<file path="src/pjtt_pkg.sv">
// Shared types, constants and codes for the periodic job timer table.
`default_nettype none

package pjtt_pkg;

    // Table size and derived widths.
    localparam int TABLE_DEPTH = 8;
    localparam int IDX_W = (TABLE_DEPTH > 1) ? $clog2(TABLE_DEPTH) : 1;
    localparam int CNT_W = $clog2(TABLE_DEPTH + 1);

    // Field widths.
    localparam int PERIOD_W = 23;
    localparam int TARGET_W = 24;
    localparam int PHASE_W = 9;
    localparam int TICKS_PER_SECOND = 500;
    localparam int MS_PER_TICK = 2;

    // Input kinds carried in s_tuser.
    localparam logic [1:0] KIND_TICK = 2'd0;
    localparam logic [1:0] KIND_SCHED = 2'd1;
    localparam logic [1:0] KIND_CANCEL = 2'd2;

    // Result kinds carried in m_tuser.
    typedef enum logic [2:0] {
        RK_FIRE        = 3'd0,
        RK_TICK_DONE   = 3'd1,
        RK_SCHEDULED   = 3'd2,
        RK_REJECTED    = 3'd3,
        RK_CANCEL_DONE = 3'd4
    } result_kind_t;

    // Sequencer states.
    typedef enum logic [1:0] {
        ST_IDLE,
        ST_TICK,
        ST_CANCEL,
        ST_STATUS
    } state_t;

    // One table entry.
    typedef struct packed {
        logic [PERIOD_W-1:0] period;
        logic [PERIOD_W-1:0] countdown;
        logic signed [15:0]  repeat_cnt;
        logic [7:0]          job;
        logic [15:0]         context_tag;
        logic [3:0]          priority_val;
    } entry_t;

    // Table operations.
    typedef enum logic [2:0] {
        TOP_NONE,
        TOP_APPEND,
        TOP_UPDATE,
        TOP_CLEAR_REP,
        TOP_REMOVE
    } tbl_op_t;

    // Command from the sequencer to the table.
    typedef struct packed {
        tbl_op_t          op;
        logic [IDX_W-1:0] idx;
        entry_t           wr;
    } tbl_cmd_t;

    // Outcome of the shared entry unit.
    typedef struct packed {
        logic                rep_zero;
        logic                fires;
        logic [PERIOD_W-1:0] cd_next;
        logic signed [15:0]  rep_next;
        logic                cancel_hit;
    } alu_res_t;

endpackage

`default_nettype wire

</file>
<file path="src/periodic_job_timer_table.sv">
// Schedule and reject go straight to the status state after acceptance; cancel and
// tick first walk every table entry, then emit their status result.
// Throughput: one item at a time, the table walk steps one entry per cycle
// through the shared entry unit; a stalled output stalls the tick walk when an entry fires.
// Reset (aresetn low, synchronous): empties the table, clears the counters and
// the output valid flag; entry contents are left as they are.
`default_nettype none

module periodic_job_timer_table (
    input  logic        aclk,
    input  logic        aresetn,
    // Configuration write: start_seconds.
    input  logic        cfg_valid,
    output logic        cfg_ready,
    input  logic [31:0] cfg_data,
    // Input stream.
    input  logic        s_tvalid,
    output logic        s_tready,
    // interval_ms[23:0], repeat_count[39:24], job_id[47:40], context_tag[63:48],
    // priority_req[67:64], cancel_seconds[82:68], zero padding above.
    input  logic [87:0] s_tdata,
    // kind[1:0].
    input  logic [1:0]  s_tuser,
    // Result stream.
    output logic        m_tvalid,
    input  logic        m_tready,
    // fired_job[7:0], fired_context[23:8], fired_priority[27:24],
    // seconds_now[59:28], millis_now[91:60], zero padding above.
    output logic [95:0] m_tdata,
    // result_kind[2:0].
    output logic [2:0]  m_tuser,
    output logic        m_tlast
);
    import pjtt_pkg::*;

    state_t               state_reg, state_next;
    logic [CNT_W-1:0]     k_reg, k_next;
    logic [TARGET_W-1:0]  target_reg, target_next;
    logic [7:0]           job_reg, job_next;
    result_kind_t         status_reg, status_next;
    logic [PHASE_W-1:0]   phase_reg, phase_next;
    logic [31:0]          sec_reg, sec_next;
    logic [31:0]          ms_reg, ms_next;

    logic                 m_valid_reg, m_valid_next;
    result_kind_t         m_kind_reg;
    logic [7:0]           m_job_reg;
    logic [15:0]          m_ctx_reg;
    logic [3:0]           m_pri_reg;
    logic [31:0]          m_sec_reg;
    logic [31:0]          m_ms_reg;
    logic                 m_last_reg;

    tbl_cmd_t             cmd;
    entry_t               rd_entry;
    logic [CNT_W-1:0]     count;
    alu_res_t             alu;

    logic                 s_accept;
    logic                 out_free;
    logic                 ld_fire;
    logic                 ld_status;
    logic [TARGET_W-1:0]  target_full;

    assign s_tready = (state_reg == ST_IDLE);
    assign s_accept = s_tvalid && s_tready;
    assign cfg_ready = 1'b1;
    assign out_free = !m_valid_reg || m_tready;
    assign target_full = TARGET_W'(s_tdata[82:68]) * TARGET_W'(TICKS_PER_SECOND);

    pjtt_table u_table (
        .aclk     (aclk),
        .aresetn  (aresetn),
        .cmd      (cmd),
        .rd_idx   (k_reg[IDX_W-1:0]),
        .rd_entry (rd_entry),
        .count    (count)
    );

    pjtt_alu u_alu (
        .ent    (rd_entry),
        .target (target_reg),
        .job    (job_reg),
        .res    (alu)
    );

    // State and request registers.
    always_ff @(posedge aclk) begin
        if (!aresetn) begin
            state_reg <= ST_IDLE;
            phase_reg <= '0;
            sec_reg <= '0;
            ms_reg <= '0;
        end else begin
            state_reg <= state_next;
            phase_reg <= phase_next;
            sec_reg <= sec_next;
            ms_reg <= ms_next;
        end
    end

    always_ff @(posedge aclk) begin
        k_reg <= k_next;
        target_reg <= target_next;
        job_reg <= job_next;
        status_reg <= status_next;
    end

    // Sequencer: accept, walk the table one entry per cycle (fires wait for output), emit status.
    always_comb begin
        state_next = state_reg;
        k_next = k_reg;
        target_next = target_reg;
        job_next = job_reg;
        status_next = status_reg;
        phase_next = phase_reg;
        sec_next = sec_reg;
        ms_next = ms_reg;
        cmd.op = TOP_NONE;
        cmd.idx = k_reg[IDX_W-1:0];
        cmd.wr = rd_entry;
        ld_fire = 1'b0;
        ld_status = 1'b0;

        case (state_reg)
            ST_IDLE: begin
                if (s_accept) begin
                    k_next = '0;
                    job_next = s_tdata[47:40];
                    target_next = target_full;
                    case (s_tuser)
                        KIND_TICK: begin
                            ms_next = ms_reg + 32'(MS_PER_TICK);
                            if (phase_reg == PHASE_W'(TICKS_PER_SECOND - 1)) begin
                                phase_next = '0;
                                sec_next = sec_reg + 32'd1;
                            end else begin
                                phase_next = phase_reg + PHASE_W'(1);
                            end
                            status_next = RK_TICK_DONE;
                            state_next = ST_TICK;
                        end
                        KIND_SCHED: begin
                            if (count >= CNT_W'(TABLE_DEPTH)) begin
                                status_next = RK_REJECTED;
                            end else begin
                                status_next = RK_SCHEDULED;
                                cmd.op = TOP_APPEND;
                                cmd.idx = count[IDX_W-1:0];
                                cmd.wr.period = s_tdata[23:1];
                                cmd.wr.countdown = s_tdata[23:1];
                                cmd.wr.repeat_cnt = s_tdata[39:24];
                                cmd.wr.job = s_tdata[47:40];
                                cmd.wr.context_tag = s_tdata[63:48];
                                cmd.wr.priority_val = s_tdata[67:64];
                            end
                            state_next = ST_STATUS;
                        end
                        KIND_CANCEL: begin
                            status_next = RK_CANCEL_DONE;
                            state_next = ST_CANCEL;
                        end
                        default: begin
                            state_next = ST_IDLE;
                        end
                    endcase
                end
            end
            ST_TICK: begin
                if (k_reg < count) begin
                    if (alu.rep_zero) begin
                        cmd.op = TOP_REMOVE;
                    end else if (!alu.fires || out_free) begin
                        cmd.op = TOP_UPDATE;
                        cmd.wr.countdown = alu.cd_next;
                        cmd.wr.repeat_cnt = alu.rep_next;
                        ld_fire = alu.fires;
                        k_next = k_reg + CNT_W'(1);
                    end
                end else if (out_free) begin
                    ld_status = 1'b1;
                    state_next = ST_IDLE;
                end
            end
            ST_CANCEL: begin
                if (k_reg < count) begin
                    if (alu.cancel_hit) begin
                        cmd.op = TOP_CLEAR_REP;
                    end
                    k_next = k_reg + CNT_W'(1);
                end else if (out_free) begin
                    ld_status = 1'b1;
                    state_next = ST_IDLE;
                end
            end
            ST_STATUS: begin
                if (out_free) begin
                    ld_status = 1'b1;
                    state_next = ST_IDLE;
                end
            end
            default: begin
                state_next = ST_IDLE;
            end
        endcase

        // A configuration transaction loads the seconds counter.
        if (cfg_valid && cfg_ready) begin
            sec_next = cfg_data;
        end
    end

    // Output register valid flag.
    always_comb begin
        if (ld_fire || ld_status) begin
            m_valid_next = 1'b1;
        end else if (m_tready) begin
            m_valid_next = 1'b0;
        end else begin
            m_valid_next = m_valid_reg;
        end
    end

    always_ff @(posedge aclk) begin
        if (!aresetn) begin
            m_valid_reg <= 1'b0;
        end else begin
            m_valid_reg <= m_valid_next;
        end
    end

    // Output payload: fire results carry the entry, status results carry zeros in the entry fields.
    always_ff @(posedge aclk) begin
        if (ld_fire) begin
            m_kind_reg <= RK_FIRE;
            m_job_reg <= rd_entry.job;
            m_ctx_reg <= rd_entry.context_tag;
            m_pri_reg <= rd_entry.priority_val;
            m_sec_reg <= sec_reg;
            m_ms_reg <= ms_reg;
            m_last_reg <= 1'b0;
        end else if (ld_status) begin
            m_kind_reg <= status_reg;
            m_job_reg <= '0;
            m_ctx_reg <= '0;
            m_pri_reg <= '0;
            m_sec_reg <= sec_reg;
            m_ms_reg <= ms_reg;
            m_last_reg <= 1'b1;
        end
    end

    assign m_tvalid = m_valid_reg;
    assign m_tdata = {4'd0, m_ms_reg, m_sec_reg, m_pri_reg, m_ctx_reg, m_job_reg};
    assign m_tuser = m_kind_reg;
    assign m_tlast = m_last_reg;

endmodule

`default_nettype wire

</file>
<file path="src/pjtt_alu.sv">
// Shared entry unit: countdown step, firing test and cancel match for one entry.
`default_nettype none

module pjtt_alu (
    input  pjtt_pkg::entry_t                  ent,
    input  logic [pjtt_pkg::TARGET_W-1:0]     target,
    input  logic [7:0]                        job,
    output pjtt_pkg::alu_res_t                res
);
    import pjtt_pkg::*;

    logic [PERIOD_W-1:0] cd_dec;

    // Countdown decrement wraps at the field width.
    assign cd_dec = ent.countdown - PERIOD_W'(1);

    // Firing reloads the period and consumes one positive repeat.
    always_comb begin
        res.rep_zero = (ent.repeat_cnt == 16'sd0);
        res.fires = (cd_dec == '0);
        res.cd_next = res.fires ? ent.period : cd_dec;
        if (res.fires && (ent.repeat_cnt > 16'sd0)) begin
            res.rep_next = ent.repeat_cnt - 16'sd1;
        end else begin
            res.rep_next = ent.repeat_cnt;
        end
        res.cancel_hit = ({1'b0, ent.period} == target) && (ent.job == job);
    end

endmodule

`default_nettype wire

</file>
<file path="src/pjtt_table.sv">
// Ordered entry table with append, update, cancel and close-up removal.
`default_nettype none

module pjtt_table (
    input  logic                           aclk,
    input  logic                           aresetn,
    input  pjtt_pkg::tbl_cmd_t             cmd,
    input  logic [pjtt_pkg::IDX_W-1:0]     rd_idx,
    output pjtt_pkg::entry_t               rd_entry,
    output logic [pjtt_pkg::CNT_W-1:0]     count
);
    import pjtt_pkg::*;

    entry_t           ent_reg [TABLE_DEPTH];
    logic [CNT_W-1:0] count_reg;

    // Entry count.
    always_ff @(posedge aclk) begin
        if (!aresetn) begin
            count_reg <= '0;
        end else begin
            case (cmd.op)
                TOP_APPEND: count_reg <= count_reg + CNT_W'(1);
                TOP_REMOVE: count_reg <= count_reg - CNT_W'(1);
                default:    count_reg <= count_reg;
            endcase
        end
    end

    // Entry storage; removal moves every later entry down by one slot.
    always_ff @(posedge aclk) begin
        for (int i = 0; i < TABLE_DEPTH; i++) begin
            case (cmd.op)
                TOP_APPEND: begin
                    if (cmd.idx == IDX_W'(i)) begin
                        ent_reg[i] <= cmd.wr;
                    end
                end
                TOP_UPDATE: begin
                    if (cmd.idx == IDX_W'(i)) begin
                        ent_reg[i].countdown <= cmd.wr.countdown;
                        ent_reg[i].repeat_cnt <= cmd.wr.repeat_cnt;
                    end
                end
                TOP_CLEAR_REP: begin
                    if (cmd.idx == IDX_W'(i)) begin
                        ent_reg[i].repeat_cnt <= 16'sd0;
                    end
                end
                TOP_REMOVE: begin
                    if ((i < TABLE_DEPTH - 1) && (IDX_W'(i) >= cmd.idx)) begin
                        ent_reg[i] <= ent_reg[(i < TABLE_DEPTH - 1) ? i + 1 : i];
                    end
                end
                default: begin
                end
            endcase
        end
    end

    assign rd_entry = ent_reg[rd_idx];
    assign count = count_reg;

endmodule

`default_nettype wire

</file>
<file path="config.mk">
export PLATFORM = sky130hd
export DESIGN_NAME = periodic_job_timer_table
export DESIGN_NICKNAME = d
export VERILOG_FILES = /design/src/pjtt_pkg.sv /design/src/periodic_job_timer_table.sv /design/src/pjtt_alu.sv /design/src/pjtt_table.sv
export SDC_FILE = /design/constraint.sdc
export NUM_CORES = 2
export LEC_CHECK = 0
export BUFFER_PORTS_ARGS = -buffer_cell sky130_fd_sc_hd__buf_2
export CORE_MARGIN = 2
export CORE_UTILIZATION = 45
export CTS_BUF_LIST = sky130_fd_sc_hd__clkbuf_16
export DETAILED_ROUTE_END_ITERATION = 12
export GPL_TIMING_DRIVEN = 0
export MAX_ROUTING_LAYER = met4
export RECOVER_POWER = 25
export SKIP_CTS_REPAIR_TIMING = 1
export SLEW_MARGIN = 20
export SYNTH_ARGS = -nofsm -noshare
export SYNTH_HDL_FRONTEND = slang
export SYNTH_SLANG_ARGS = --single-unit
</file>
<file path="constraint.sdc">
create_clock -name aclk -period 16.8 [get_ports aclk]
set_clock_uncertainty 0.1 [all_clocks]
set_input_delay 2.52 -clock aclk [delete_from_list [all_inputs] [get_ports aclk]]
set_output_delay 2.52 -clock aclk [all_outputs]
set_load 0.03 [all_outputs]
</file>
==> summary.txt <==
Outcome
  • Status: finished, violations left
  • Failing checks: capacitance limit, slew limit

Route
  • DRT Pass-1 Iters: 6
  • 1st-iter DRT viols: 5357
  • DR WL/cell: 28.8 um
  • Number of remaining DRC errors: 0
  • Vias: 38400
  • Vias per cell: 6.28
  • Final ANT Viol Nets: 0
  • Final WL: 176000 um

Timing
  • Slew HR: -38.5%
  • Setup ws final: 3.38 ns
  • Final setup viols: 0
  • Hold slack: 0.361 ns
  • Slew @ Worst Pin: 2.07 ns
  • Hold Vio Cnt, Final: 0
  • Peak Freq: 74.5 MHz
  • Final min period: 13.42 ns
  • Period utilisation layout: 79.9%
  • Max-slew violation count: 13
  • Final setup TNS: 0 ns
  • RSZ-0062 raised after global routing: no

Final layout
  • Nets: 4878
  • Max reg flops: 720
  • Fillcell total: 9607
  • Area growth from synthesis to layout: 14.5%
  • Core Util, Final: 52.1%
  • Most frequent cells in the layout: edfxtp_1, nand2_1, o21ai_0, nor2_1, clkbuf_1
  • Share of cells above drive strength 1: 13.5%
  • Commonest non-fill, non-tap cell in the layout: edfxtp_1

Global route
  • First-pass GRT wire length: 252000 um
  • GRT Util Overall: 32.0%
  • Largest net degree at the start of global routing: 52
  • Initial antenna violation count: 4
  • Vias in the first global route: 36200
  • Grt total ovfl: 0

Critical path
  • Most used cell, CP: clkbuf_1
  • Worst Path Buf+Inv: 11
  • CP delay by family, top: buffers and inverters
  • Worst reg2reg path depth: 23
  • Data arrival time of the critical path: 13.47 ns
  • Reg2Reg Setup Slack: 3.38 ns
  • CP max stage delay: 0.98 ns
  • Worst EP required: 16.85 ns
  • Critical path depth: 23
  • Crit. End Element: flip-flop
  • CP Class: flip-flop to flip-flop
  • Master of the slowest instance on the critical path: clkbuf_1
  • Crit path launch type: flip-flop
  • CP Max Fanout: 16
  • Cells along the critical path: clkbuf_1 > clkbuf_1 > clkbuf_1 > clkbuf_1 > clkbuf_1 > clkbuf_1 > clkbuf_1 > mux4_2 > mux2i_1 > ha_1 > clkbuf_1 > inv_1 > or4b_1 > or4_1 > buf_2 > o21bai_1 > o2111ai_2 > or3_4 > o21ai_2 > o2bb2a_4 > buf_6 > o21a_1 > nand2_1
  • R2R Path End: u_table.ent_reg[6][38]$_DFFE_PP_

Synth
  • Ys flop type: edfxtp_1
  • Post-Syn Area: 48900 um2
  • Share of flip-flops with an asynchronous set or reset after synthesis: 0%
  • Synth unique cells: 98
  • Post-synth EDFFs: 848
  • FF+latch count, synth: 934
  • Yosys warns: 0
  • Synth Instances: 4263
  • Syn Area/Cell: 11.5 um2
  • Seq/Total Area, Yosys: 55.6%

Clocking
  • CTS Buffer Depth: 3
  • Worst-path clk slew: 0.06 ns
  • CTS tree: yes
  • # clock sinks: 934
  • H-tree depth: 3
  • Worst skew pair latency: 0.72 ns
  • Root buf cell: clkbuf_16
  • Num CTS Buffers: 102

Floorplanning
  • Die area: 111000 um2
  • IO Pins: 230
  • Die H: 334 um
  • Core Box Area: 108000 um2
  • Chip Width: 334 um
  • Initial core utilization: 45.5%
  • Cell Rows: 120

Min path
  • Worst Hold Class: flip-flop to flip-flop
  • WHS Path Cells: 0
  • Hold EP: m_sec_reg[31]$_DFFE_PP_
  • Min-delay src: sec_reg[31]$_SDFFE_PN0P_

Power
  • Peak supply drop: 85.4 uV
  • P per Cell Area: 154 nW/um2
  • Total Power: 8.64 mW
  • Leak: 19.2 nW

Place
  • Setup WS pre-CTS: 5.65 ns
  • GP Congestion: 1.01
  • Port buffer count: 216
  • HPWL after DPL: 125000 um

Run
  • Maxcap violations: 1
[cells in the mapped netlist, drive strengths merged (4+ instances only)]
cell,number,area [um2]
a41oi,7,61.3
and4,12,105
a21oi,213,1080
nor2,306,1150
inv,177,664
and2,72,450
dfxtp,86,1720
and3,23,144
a21boi,7,52.6
fa,51,1020
or2,6,37.5
nor3,58,333
a211oi,13,115
a22o,23,201
o21ai,561,2830
ha,72,901
o32ai,4,35.0
nand2,686,2570
nor4,17,134
xor2,41,367
a32oi,5,73.8
nand4,27,184
buf,92,478
nand2b,18,113
or3,20,130
a21o,9,67.6
a22oi,10,90.1
nand3,89,445
o21bai,8,60.1
o21a,15,113
nor2b,12,75.1
edfxtp,848,25500
mux4,180,4050
a31oi,22,169
o211ai,32,240
mux2,21,236
mux2i,87,875
o311ai,8,70.1
xnor2,84,736
o31ai,5,37.5
o22ai,4,25.0
a31o,4,35.0
clkbuf,171,642
[final cells by class]
cell class                      count  area, um2  share of cell area, %
Buffer                            263       1110                   1.98
Clock buffer                      105       2630                   4.69
Sequential cell                   934      27200                   48.5
Clock inverter                     83        709                   1.27
Multi-Input combinational cell   2893      20200                   36.0
Antenna cell                        1       2.50                0.00446
Tap cell                         1403       1760                   3.13
Inverter                          177        664                   1.19
Timing Repair Buffer              257       1830                   3.26
[through the flow]
step                instances  cell area (um2)
finish                   6116            56000
global route             6115            56000
CTS                      6114            56200
detailed placement       5926            52900
global placement         5886            51800
floorplan                4267            48900
[kinds of logic (layout without fill, tap and decap cells)]
kind of cell	after synthesis	in the layout	synth area share, %
multiplexers	288	288	10.6
flip-flops	934	934	55.6
AND/OR/NAND/NOR	1364	1364	12.3
adder cells (fa/ha/maj)	123	123	3.93
buffers and inverters	440	885	3.65
AO/OA/AOI/OAI	987	987	11.7
other	2	7	0.0153
XOR/XNOR	125	125	2.25
[how the worst max path moves through the flow]
| stage | from | to |
|---|---|---|
| finish | flip-flop | u_table.ent_reg[6][38]$_DFFE_PP_ |
| CTS | flip-flop | u_table.ent_reg[3][79]$_DFFE_PP_ |
| global route | flip-flop | u_table.ent_reg[3][79]$_DFFE_PP_ |
| floorplan | flip-flop | u_table.ent_reg[1][0]$_DFFE_PP_ |
| global placement | flip-flop | u_table.ent_reg[3][11]$_DFFE_PP_ |
| detailed placement | flip-flop | u_table.ent_reg[3][13]$_DFFE_PP_ |
[report_power, final]
part	switching (mW)	total, mW	internal [mW]
logic	2.10	3.27	1.16
registers	0.0734	3.11	3.03
clock network	0.969	2.27	1.30
[per-layer routing]
layer  GRT usage, %  up-vias  share of wire [%]
met1           43.4    19100                 40
li1               -    16400                  -
met5              -        -                  0
met4           13.0        0                4.9
met2           47.0     2523                 44
met3           6.96      434                 11
(Power assumes the default switching activity.)
